**config.mk**
```make
export PLATFORM = sky130hd
export DESIGN_NAME = stable_record_sorter_by_key_core
export DESIGN_NICKNAME = d
export VERILOG_FILES = /design/src/rtl/srsk_pkg.sv /design/src/rtl/srsk_store.sv /design/src/rtl/stable_record_sorter_by_key_core.sv
export VERILOG_INCLUDE_DIRS = /design/src /design/src/rtl
export SDC_FILE = /design/constraint.sdc
export NUM_CORES = 2
export LEC_CHECK = 0
export ABC_CLOCK_PERIOD_IN_PS = 5550
export BUFFER_PORTS_ARGS = -buffer_cell sky130_fd_sc_hd__buf_4
export CORE_UTILIZATION = 59
export CTS_BUF_LIST = sky130_fd_sc_hd__clkbuf_8
export CTS_CLUSTER_SIZE = 24
export DETAILED_ROUTE_END_ITERATION = 7
export PLACE_DENSITY = 0.78
export SLEW_MARGIN = 20
export SYNTH_ARGS = -nofsm -noshare
export SYNTH_HDL_FRONTEND = slang
export SYNTH_SLANG_ARGS = --single-unit
```
**constraint.sdc**
```tcl
create_clock -name clk_i -period 5.55 [get_ports clk_i]
set_input_delay 0.2775 -clock clk_i [delete_from_list [all_inputs] [get_ports clk_i]]
set_output_delay 0.2775 -clock clk_i [all_outputs]
set_load 0.02 [all_outputs]
```
**src/rtl/stable_record_sorter_by_key_core_macros.svh**
```systemverilog
// Assertion macros shared by the sorter RTL.
// Depends on nothing; included by files that carry concurrent checks.
`ifndef STABLE_RECORD_SORTER_BY_KEY_CORE_MACROS_SVH
`define STABLE_RECORD_SORTER_BY_KEY_CORE_MACROS_SVH
`ifndef SYNTHESIS
`define SRSK_ASSERT_IMP(lbl, clk, rst_n, ante, cons, msg) \
  lbl: assert property (@(posedge clk) disable iff (!(rst_n)) (ante) |-> (cons)) \
    else $error(msg);
`define SRSK_ASSERT_NXT(lbl, clk, rst_n, ante, cons, msg) \
  lbl: assert property (@(posedge clk) disable iff (!(rst_n)) (ante) |=> (cons)) \
    else $error(msg);
`else
`define SRSK_ASSERT_IMP(lbl, clk, rst_n, ante, cons, msg)
`define SRSK_ASSERT_NXT(lbl, clk, rst_n, ante, cons, msg)
`endif
`endif

```
**src/rtl/srsk_pkg.sv**
```systemverilog
// Types and fixed field widths of the stable record sorter.
// No dependencies; used by the record store and the top level.
`default_nettype none
package srsk_pkg;
  localparam int unsigned KeyW   = 16;
  localparam int unsigned CountW = 6;

  typedef struct packed {
    logic signed [KeyW-1:0] key;
    logic                   side;
    logic [CountW-1:0]      count;
  } rec_t;

  typedef enum logic [5:0] {
    ST_IDLE    = 6'b000001,
    ST_SHIFT   = 6'b000010,
    ST_PLACE   = 6'b000100,
    ST_EMIT_RD = 6'b001000,
    ST_EMIT_LD = 6'b010000,
    ST_EMIT_HD = 6'b100000
  } state_e;
endpackage
`default_nettype wire

```
**src/rtl/srsk_store.sv**
```systemverilog
// Record store: one write port, one read port with registered read data.
// Depends on srsk_pkg for the record type.
`default_nettype none
module srsk_store #(
  parameter int unsigned Depth = 64,
  parameter int unsigned AddrW = 6
) (
  input  wire                  clk_i,
  input  wire                  wr_en_i,
  input  wire [AddrW-1:0]      wr_addr_i,
  input  wire srsk_pkg::rec_t  wr_data_i,
  input  wire [AddrW-1:0]      rd_addr_i,
  output srsk_pkg::rec_t       rd_data_o
);
  srsk_pkg::rec_t mem_q [Depth];

  always_ff @(posedge clk_i) begin
    if (wr_en_i) begin
      mem_q[wr_addr_i] <= wr_data_i;
    end
    rd_data_o <= mem_q[rd_addr_i];
  end
endmodule
`default_nettype wire

```
**src/rtl/stable_record_sorter_by_key_core.sv**
```systemverilog
// Stable sorter: each record is insertion-sorted into the store on arrival.
// A record goes straight into an empty store; otherwise larger entries move up one
// shifted entry per cycle through the store ports, with input stalled, before the record is placed.
// On the last record the set streams out: each result is read from the store, loaded
// into the output register and held while stalled. Reset clears fill level, overflow
// mark and state; the store contents are left undefined and are never used before written.
`default_nettype none
`include "stable_record_sorter_by_key_core_macros.svh"
module stable_record_sorter_by_key_core #(
  parameter int unsigned MAX_RECORDS = 64
) (
  input  wire                clk_i,
  input  wire                rst_ni,
  input  wire                in_valid_i,
  output logic               in_stall_o,
  input  wire signed [15:0]  record_key_i,
  input  wire                record_side_i,
  input  wire [5:0]          record_count_i,
  input  wire                last_record_i,
  output logic               out_valid_o,
  input  wire                out_stall_i,
  output logic signed [15:0] sorted_key_o,
  output logic               sorted_side_o,
  output logic [5:0]         sorted_count_o,
  output logic               end_of_set_o,
  output logic               overflow_flag_o
);
  localparam int unsigned AW = (MAX_RECORDS > 1) ? $clog2(MAX_RECORDS) : 1;
  localparam int unsigned CW = $clog2(MAX_RECORDS + 1);

  srsk_pkg::state_e state_q, state_d;
  logic [CW-1:0]    fill_q, fill_d;
  logic             ovf_q, ovf_d;
  logic [AW-1:0]    pos_q, pos_d;
  logic [AW-1:0]    k_q, k_d;
  logic             last_q, last_d;
  srsk_pkg::rec_t   rec_q, rec_d;
  srsk_pkg::rec_t   out_q, out_d;
  logic             end_q, end_d;

  logic             wr_en;
  logic [AW-1:0]    wr_addr;
  srsk_pkg::rec_t   wr_data;
  logic [AW-1:0]    rd_addr;
  srsk_pkg::rec_t   rd_data;
  srsk_pkg::rec_t   in_rec;
  logic             in_acc;
  logic             out_acc;
  logic             full;
  logic             greater;

  srsk_store #(
    .Depth(MAX_RECORDS),
    .AddrW(AW)
  ) u_store (
    .clk_i    (clk_i),
    .wr_en_i  (wr_en),
    .wr_addr_i(wr_addr),
    .wr_data_i(wr_data),
    .rd_addr_i(rd_addr),
    .rd_data_o(rd_data)
  );

  assign in_rec.key   = record_key_i;
  assign in_rec.side  = record_side_i;
  assign in_rec.count = record_count_i;

  assign in_stall_o  = (state_q != srsk_pkg::ST_IDLE);
  assign in_acc      = in_valid_i && !in_stall_o;
  assign out_valid_o = (state_q == srsk_pkg::ST_EMIT_HD);
  assign out_acc     = out_valid_o && !out_stall_i;
  assign full        = (fill_q == CW'(MAX_RECORDS));
  assign greater     = ($signed(rd_data.key) > $signed(rec_q.key));

  always_comb begin
    state_d = state_q;
    fill_d  = fill_q;
    ovf_d   = ovf_q;
    pos_d   = pos_q;
    k_d     = k_q;
    last_d  = last_q;
    rec_d   = rec_q;
    out_d   = out_q;
    end_d   = end_q;
    wr_en   = 1'b0;
    wr_addr = pos_q;
    wr_data = rec_q;
    rd_addr = '0;
    case (state_q)
      srsk_pkg::ST_IDLE: begin
        // read the top entry ahead of the first compare
        rd_addr = fill_q[AW-1:0] - AW'(1);
        if (in_acc) begin
          rec_d  = in_rec;
          last_d = last_record_i;
          k_d    = '0;
          if (full) begin
            ovf_d = 1'b1;
            if (last_record_i) begin
              state_d = srsk_pkg::ST_EMIT_RD;
            end
          end else if (fill_q == '0) begin
            wr_en   = 1'b1;
            wr_addr = '0;
            wr_data = in_rec;
            fill_d  = CW'(1);
            if (last_record_i) begin
              state_d = srsk_pkg::ST_EMIT_RD;
            end
          end else begin
            pos_d   = fill_q[AW-1:0];
            state_d = srsk_pkg::ST_SHIFT;
          end
        end
      end
      srsk_pkg::ST_SHIFT: begin
        rd_addr = pos_q - AW'(2);
        wr_en   = 1'b1;
        wr_addr = pos_q;
        if (greater) begin
          // move the larger entry up one slot
          wr_data = rd_data;
          pos_d   = pos_q - AW'(1);
          if (pos_q == AW'(1)) begin
            state_d = srsk_pkg::ST_PLACE;
          end
        end else begin
          wr_data = rec_q;
          fill_d  = fill_q + CW'(1);
          state_d = last_q ? srsk_pkg::ST_EMIT_RD : srsk_pkg::ST_IDLE;
        end
      end
      srsk_pkg::ST_PLACE: begin
        wr_en   = 1'b1;
        wr_addr = pos_q;
        wr_data = rec_q;
        fill_d  = fill_q + CW'(1);
        state_d = last_q ? srsk_pkg::ST_EMIT_RD : srsk_pkg::ST_IDLE;
      end
      srsk_pkg::ST_EMIT_RD: begin
        rd_addr = k_q;
        state_d = srsk_pkg::ST_EMIT_LD;
      end
      srsk_pkg::ST_EMIT_LD: begin
        out_d   = rd_data;
        end_d   = ({1'b0, k_q} + (AW+1)'(1)) == (AW+1)'(fill_q);
        state_d = srsk_pkg::ST_EMIT_HD;
      end
      srsk_pkg::ST_EMIT_HD: begin
        rd_addr = k_q + AW'(1);
        if (out_acc) begin
          if (end_q) begin
            // set done: start an empty one
            fill_d  = '0;
            ovf_d   = 1'b0;
            k_d     = '0;
            state_d = srsk_pkg::ST_IDLE;
          end else begin
            k_d     = k_q + AW'(1);
            state_d = srsk_pkg::ST_EMIT_LD;
          end
        end
      end
      default: begin
        state_d = srsk_pkg::ST_IDLE;
      end
    endcase
  end

  always_ff @(posedge clk_i or negedge rst_ni) begin
    if (!rst_ni) begin
      state_q <= srsk_pkg::ST_IDLE;
      fill_q  <= '0;
      ovf_q   <= 1'b0;
      pos_q   <= '0;
      k_q     <= '0;
      last_q  <= 1'b0;
    end else begin
      state_q <= state_d;
      fill_q  <= fill_d;
      ovf_q   <= ovf_d;
      pos_q   <= pos_d;
      k_q     <= k_d;
      last_q  <= last_d;
    end
  end

  always_ff @(posedge clk_i) begin
    rec_q <= rec_d;
    out_q <= out_d;
    end_q <= end_d;
  end

  assign sorted_key_o    = out_q.key;
  assign sorted_side_o   = out_q.side;
  assign sorted_count_o  = out_q.count;
  assign end_of_set_o    = end_q;
  assign overflow_flag_o = ovf_q;

  `SRSK_ASSERT_IMP(a_fill_bound, clk_i, rst_ni, 1'b1, fill_q <= CW'(MAX_RECORDS), "fill level above capacity")
  `SRSK_ASSERT_IMP(a_no_in_while_out, clk_i, rst_ni, out_valid_o, in_stall_o, "input taken during emission")
  `SRSK_ASSERT_IMP(a_shift_pos, clk_i, rst_ni, state_q == srsk_pkg::ST_SHIFT, pos_q != '0, "shift with no entry below")
  `SRSK_ASSERT_NXT(a_set_clear, clk_i, rst_ni, out_acc && end_q, fill_q == '0 && !ovf_q, "set not cleared after last beat")
  `SRSK_ASSERT_IMP(a_emit_nonempty, clk_i, rst_ni, out_valid_o, fill_q != '0, "emission from empty store")
endmodule
`default_nettype wire
```
==> out/summary.md <==
- Seq/Total Area, Yosys: 75.0%
- IR Drop Worst-Case VDD: 0.000795 V
- pin count of the biggest net entering global routing: 187
- Die Outline Area: 107000 um^2
- post-synthesis net count: 4241
- vias in the first global route: 37300
- initial antenna violation count: 4
- post-detailed-routing wire length: 170000 um
- CP max FO: 20
- area post-placement: 65400 um^2
- effective utilization at floorplan: 59.9%
- Finished Cell Area: 69900 um^2
- post-DP HPWL: 97300 um
- Remaining DRCs: 0
- first-iteration detailed-routing DRC count: 5709
- yosys warns: 0
- number of nets with antenna violations after routing: 0
- top cell type's share of synthesized area: 73.2%
- detailed-route via count: 38900
- count of maximum capacitance violations: 0
- Skew-Pair Late Insertion Delay: 910 ps
- worst path arrival time: 5740 ps
- unrepaired setup endpoints after global routing: no
- PwrDens: 615 nW/um^2
- all-layer global routing usage: 31.8%
- CP Launch Type: register
- routed length per instance: 28.5 um
- total placed cells including tap cells: 5537
- DR WL met3: 21500 um
- worst max-slew margin expressed relative to the limit: 15.5%
- highest signal layer in the routed design: met5
- wire length of the first global-routing pass: 245000 um
- predominant post-synthesis flop cell: sky130_fd_sc_hd__edfxtp_1
- First-pass DRT Iterations: 6
- root cell of the clock tree: sky130_fd_sc_hd__clkbuf_8
- worst setup slack after placement: 496 ps
- count of input and output buffers: 54
- pins over their slew limit: 0
- final worst clock skew: 63.1 ps
- wire length on met2: 77900 um
- class of the tightest hold or removal check: input pin to register
- sum of overflow across all layers after global routing: 0
- core occupancy in the finished layout: 67.1%
- maximum number of buffers from clock root to sink: 3
- width of the chip: 327 um
- Worst Hold Slack: 116 ps
- cell types occupying the most area after synthesis: sky130_fd_sc_hd__edfxtp_1, sky130_fd_sc_hd__mux2i_1, sky130_fd_sc_hd__nand2_1, sky130_fd_sc_hd__nand3_1, sky130_fd_sc_hd__a32oi_1
- Syn Inst Count: 4190
- leakage component of the power: 24.3 nW
- final hold viol count: 0
- synthesized area per cell: 14.9 um^2
- clock-pin slew reported for the worst setup and hold paths after clock tree synthesis: 60 ps
- fin crit share: 91.1%
- area growth from synthesis to layout: 12.0%
- ports placed on the boundary: 55
- final cell count without fillers: 5981
- final setup margin: 493 ps
- total power: 42.9 mW
- minimum period implied by the final worst setup slack: 5060 ps
- H-tree levels: 4
- met1 routed wirelength after detailed routing: 60500 um
- number of unique standard cell types used by synthesis: 71
- site row count: 118
- Synth Cell Area: 62300 um^2
- average vias per placed instance: 6.50
- #FFs+latches synth: 1569
- Setup CP Type: register to register
- most area-hungry cell type in the Yosys netlist: sky130_fd_sc_hd__edfxtp_1
- EDFF count, synth: 1519
- die span in y: 327 um
- Total Neg Setup Slack: 0 ps
- fraction of final layout cells sized beyond drive strength 1: 15.0%
- peak clock frequency supported by timing: 198 MHz
- final RePlAce weighted congestion: 0.955
- number of failing setup endpoints in the final timing report: 0
- fraction of registers with async set/reset: 1.72%
- Slew @ Worst Pin: 1260 ps
- result of the run: completed
- Placeable Area: 104000 um^2
- crit path capture type: register
- final-stage net count: 4465
- TritonCTS buffer count: 225
- number of sinks handled by clock tree synthesis: 1569
- CTS tree: done
- Req. time, crit path: 6230 ps
==> cell families after synthesis <==
| kind of cell | Yosys count | synth area share, % |
|---|---|---|
| compound gates | 359 | 4.38 |
| buf+inv | 280 | 1.89 |
| fa+ha+maj | 23 | 0.462 |
| flops | 1569 | 75.0 |
| mux | 449 | 7.37 |
| simple gates | 1496 | 10.7 |
| xor+xnor | 14 | 0.197 |
==> registers in the layout, summed over array words and instances (netlist names) <==
name and count:
k_q 6, u_store.mem_q 1472, last_q 1, overflow_flag_o 1, sorted_count_o 6, u_store.rd_data_o 23, end_of_set_o 1, fill_q 7
pos_q 6, sorted_key_o 16, sorted_side_o 1, rec_q 23, state_q 6
==> worst paths after layout <==
| check | start | to | slack (ps) | cells past startpoint |
|---|---|---|---|---|
| setup reg to reg | state_q[1] | u_store.rd_data_o[16] | 490 | 10 |
| max in group asynchronous | rst_ni | k_q[5] | 4940 | 4 |
| setup / recovery | state_q[1] | u_store.rd_data_o[16] | 490 | 10 |
| hold / removal | record_count_i[5] | rec_q[5] | 120 | 2 |
| min in group asynchronous | rst_ni | state_q[0] | 420 | 3 |
| hold reg to reg | u_store.rd_data_o[20] | sorted_key_o[13] | 450 | 0 |
==> power by group <==
part           switching, mW  internal [mW]  leakage, nW
sequential             0.352           15.4         14.2
clock                   4.25           4.08         2.46
combinational           13.4           5.50         7.58
total                   18.0           24.9         24.3
==> cells in the final DEF (no fill, tap or decap), types with 8 or more instances in the layout <==
cell	count
sky130_fd_sc_hd__o21ai_0	30
sky130_fd_sc_hd__edfxtp_1	1519
sky130_fd_sc_hd__clkinv_1	45
sky130_fd_sc_hd__a21oi_1	18
sky130_fd_sc_hd__nor2_2	61
sky130_fd_sc_hd__nand2_1	821
sky130_fd_sc_hd__and3_1	53
sky130_fd_sc_hd__clkbuf_8	241
sky130_fd_sc_hd__o31ai_4	15
sky130_fd_sc_hd__mux2i_1	366
sky130_fd_sc_hd__a22oi_1	25
sky130_fd_sc_hd__buf_4	200
sky130_fd_sc_hd__a31oi_1	23
sky130_fd_sc_hd__dfxtp_1	23
sky130_fd_sc_hd__inv_1	125
sky130_fd_sc_hd__dlygate4sd3_1	29
sky130_fd_sc_hd__nor3_1	12
sky130_fd_sc_hd__o22ai_1	38
sky130_fd_sc_hd__clkinv_2	18
sky130_fd_sc_hd__or4_1	8
sky130_fd_sc_hd__xor2_1	9
sky130_fd_sc_hd__dfrtp_1	26
sky130_fd_sc_hd__a32oi_1	144
sky130_fd_sc_hd__nand3_1	348
sky130_fd_sc_hd__buf_12	22
sky130_fd_sc_hd__nand4_1	74
sky130_fd_sc_hd__mux2_2	83
sky130_fd_sc_hd__nand2b_1	8
sky130_fd_sc_hd__nor4_2	8
sky130_fd_sc_hd__nor2_1	43
sky130_fd_sc_hd__ha_1	23
==> repair_timing <==
action | CTS | global route
resized for setup | 0 | 0
endpoints found under the hold margin | 93 | 0
buffers inserted | 0 | 0
hold buffers | 30 | 0
==> worst max-delay path, cell delays in order, from the launching register on <==
cell                       delay (ps)
sky130_fd_sc_hd__dfrtp_1          500
sky130_fd_sc_hd__or4_4            620
sky130_fd_sc_hd__or3_1            440
sky130_fd_sc_hd__o2111a_1         380
sky130_fd_sc_hd__nor2_4           690
sky130_fd_sc_hd__buf_4            420
sky130_fd_sc_hd__buf_4            230
sky130_fd_sc_hd__a32oi_1          120
sky130_fd_sc_hd__nand4_1          170
sky130_fd_sc_hd__nor4bb_2         920
sky130_fd_sc_hd__nand4_1          310
==> routing by layer <==
metal	up-vias	track usage (%)
met1	19100	41.9
met4	2	18.3
met2	2801	48.3
met5	-	0
met3	511	8.18
li1	16500	-
==> cell usage after synthesis (9+ instances only) <==
cell type / instances
sky130_fd_sc_hd__ha_1: 23
sky130_fd_sc_hd__buf_2: 85
sky130_fd_sc_hd__a21oi_1: 18
sky130_fd_sc_hd__o21ai_0: 30
sky130_fd_sc_hd__xor2_1: 9
sky130_fd_sc_hd__a21o_1: 11
sky130_fd_sc_hd__mux2i_1: 366
sky130_fd_sc_hd__o31ai_1: 20
sky130_fd_sc_hd__nand2_1: 821
sky130_fd_sc_hd__and3_1: 54
sky130_fd_sc_hd__o22ai_1: 38
sky130_fd_sc_hd__mux2_2: 83
sky130_fd_sc_hd__nand3_1: 349
sky130_fd_sc_hd__nor4_1: 13
sky130_fd_sc_hd__buf_1: 34
sky130_fd_sc_hd__clkbuf_1: 128
sky130_fd_sc_hd__inv_1: 26
sky130_fd_sc_hd__a22oi_1: 25
sky130_fd_sc_hd__nor2_1: 107
sky130_fd_sc_hd__edfxtp_1: 1519
sky130_fd_sc_hd__nor3_1: 18
sky130_fd_sc_hd__a31oi_1: 23
sky130_fd_sc_hd__nand4_1: 74
sky130_fd_sc_hd__a32oi_1: 144
sky130_fd_sc_hd__dfrtp_1: 26
sky130_fd_sc_hd__dfxtp_1: 23
==> area by class of cell <==
class | count | area, um^2
Sequential cell | 1569 | 46800
Fill cell | 6787 | 34200
Timing Repair Buffer | 251 | 2230
Multi-Input combinational cell | 2341 | 15000
Clock buffer | 241 | 3320
Clock inverter | 171 | 772
Inverter | 26 | 97.6
Antenna cell | 2 | 5.00
Tap cell | 1380 | 1730
Note: power is estimated with default switching activity, not from simulation.
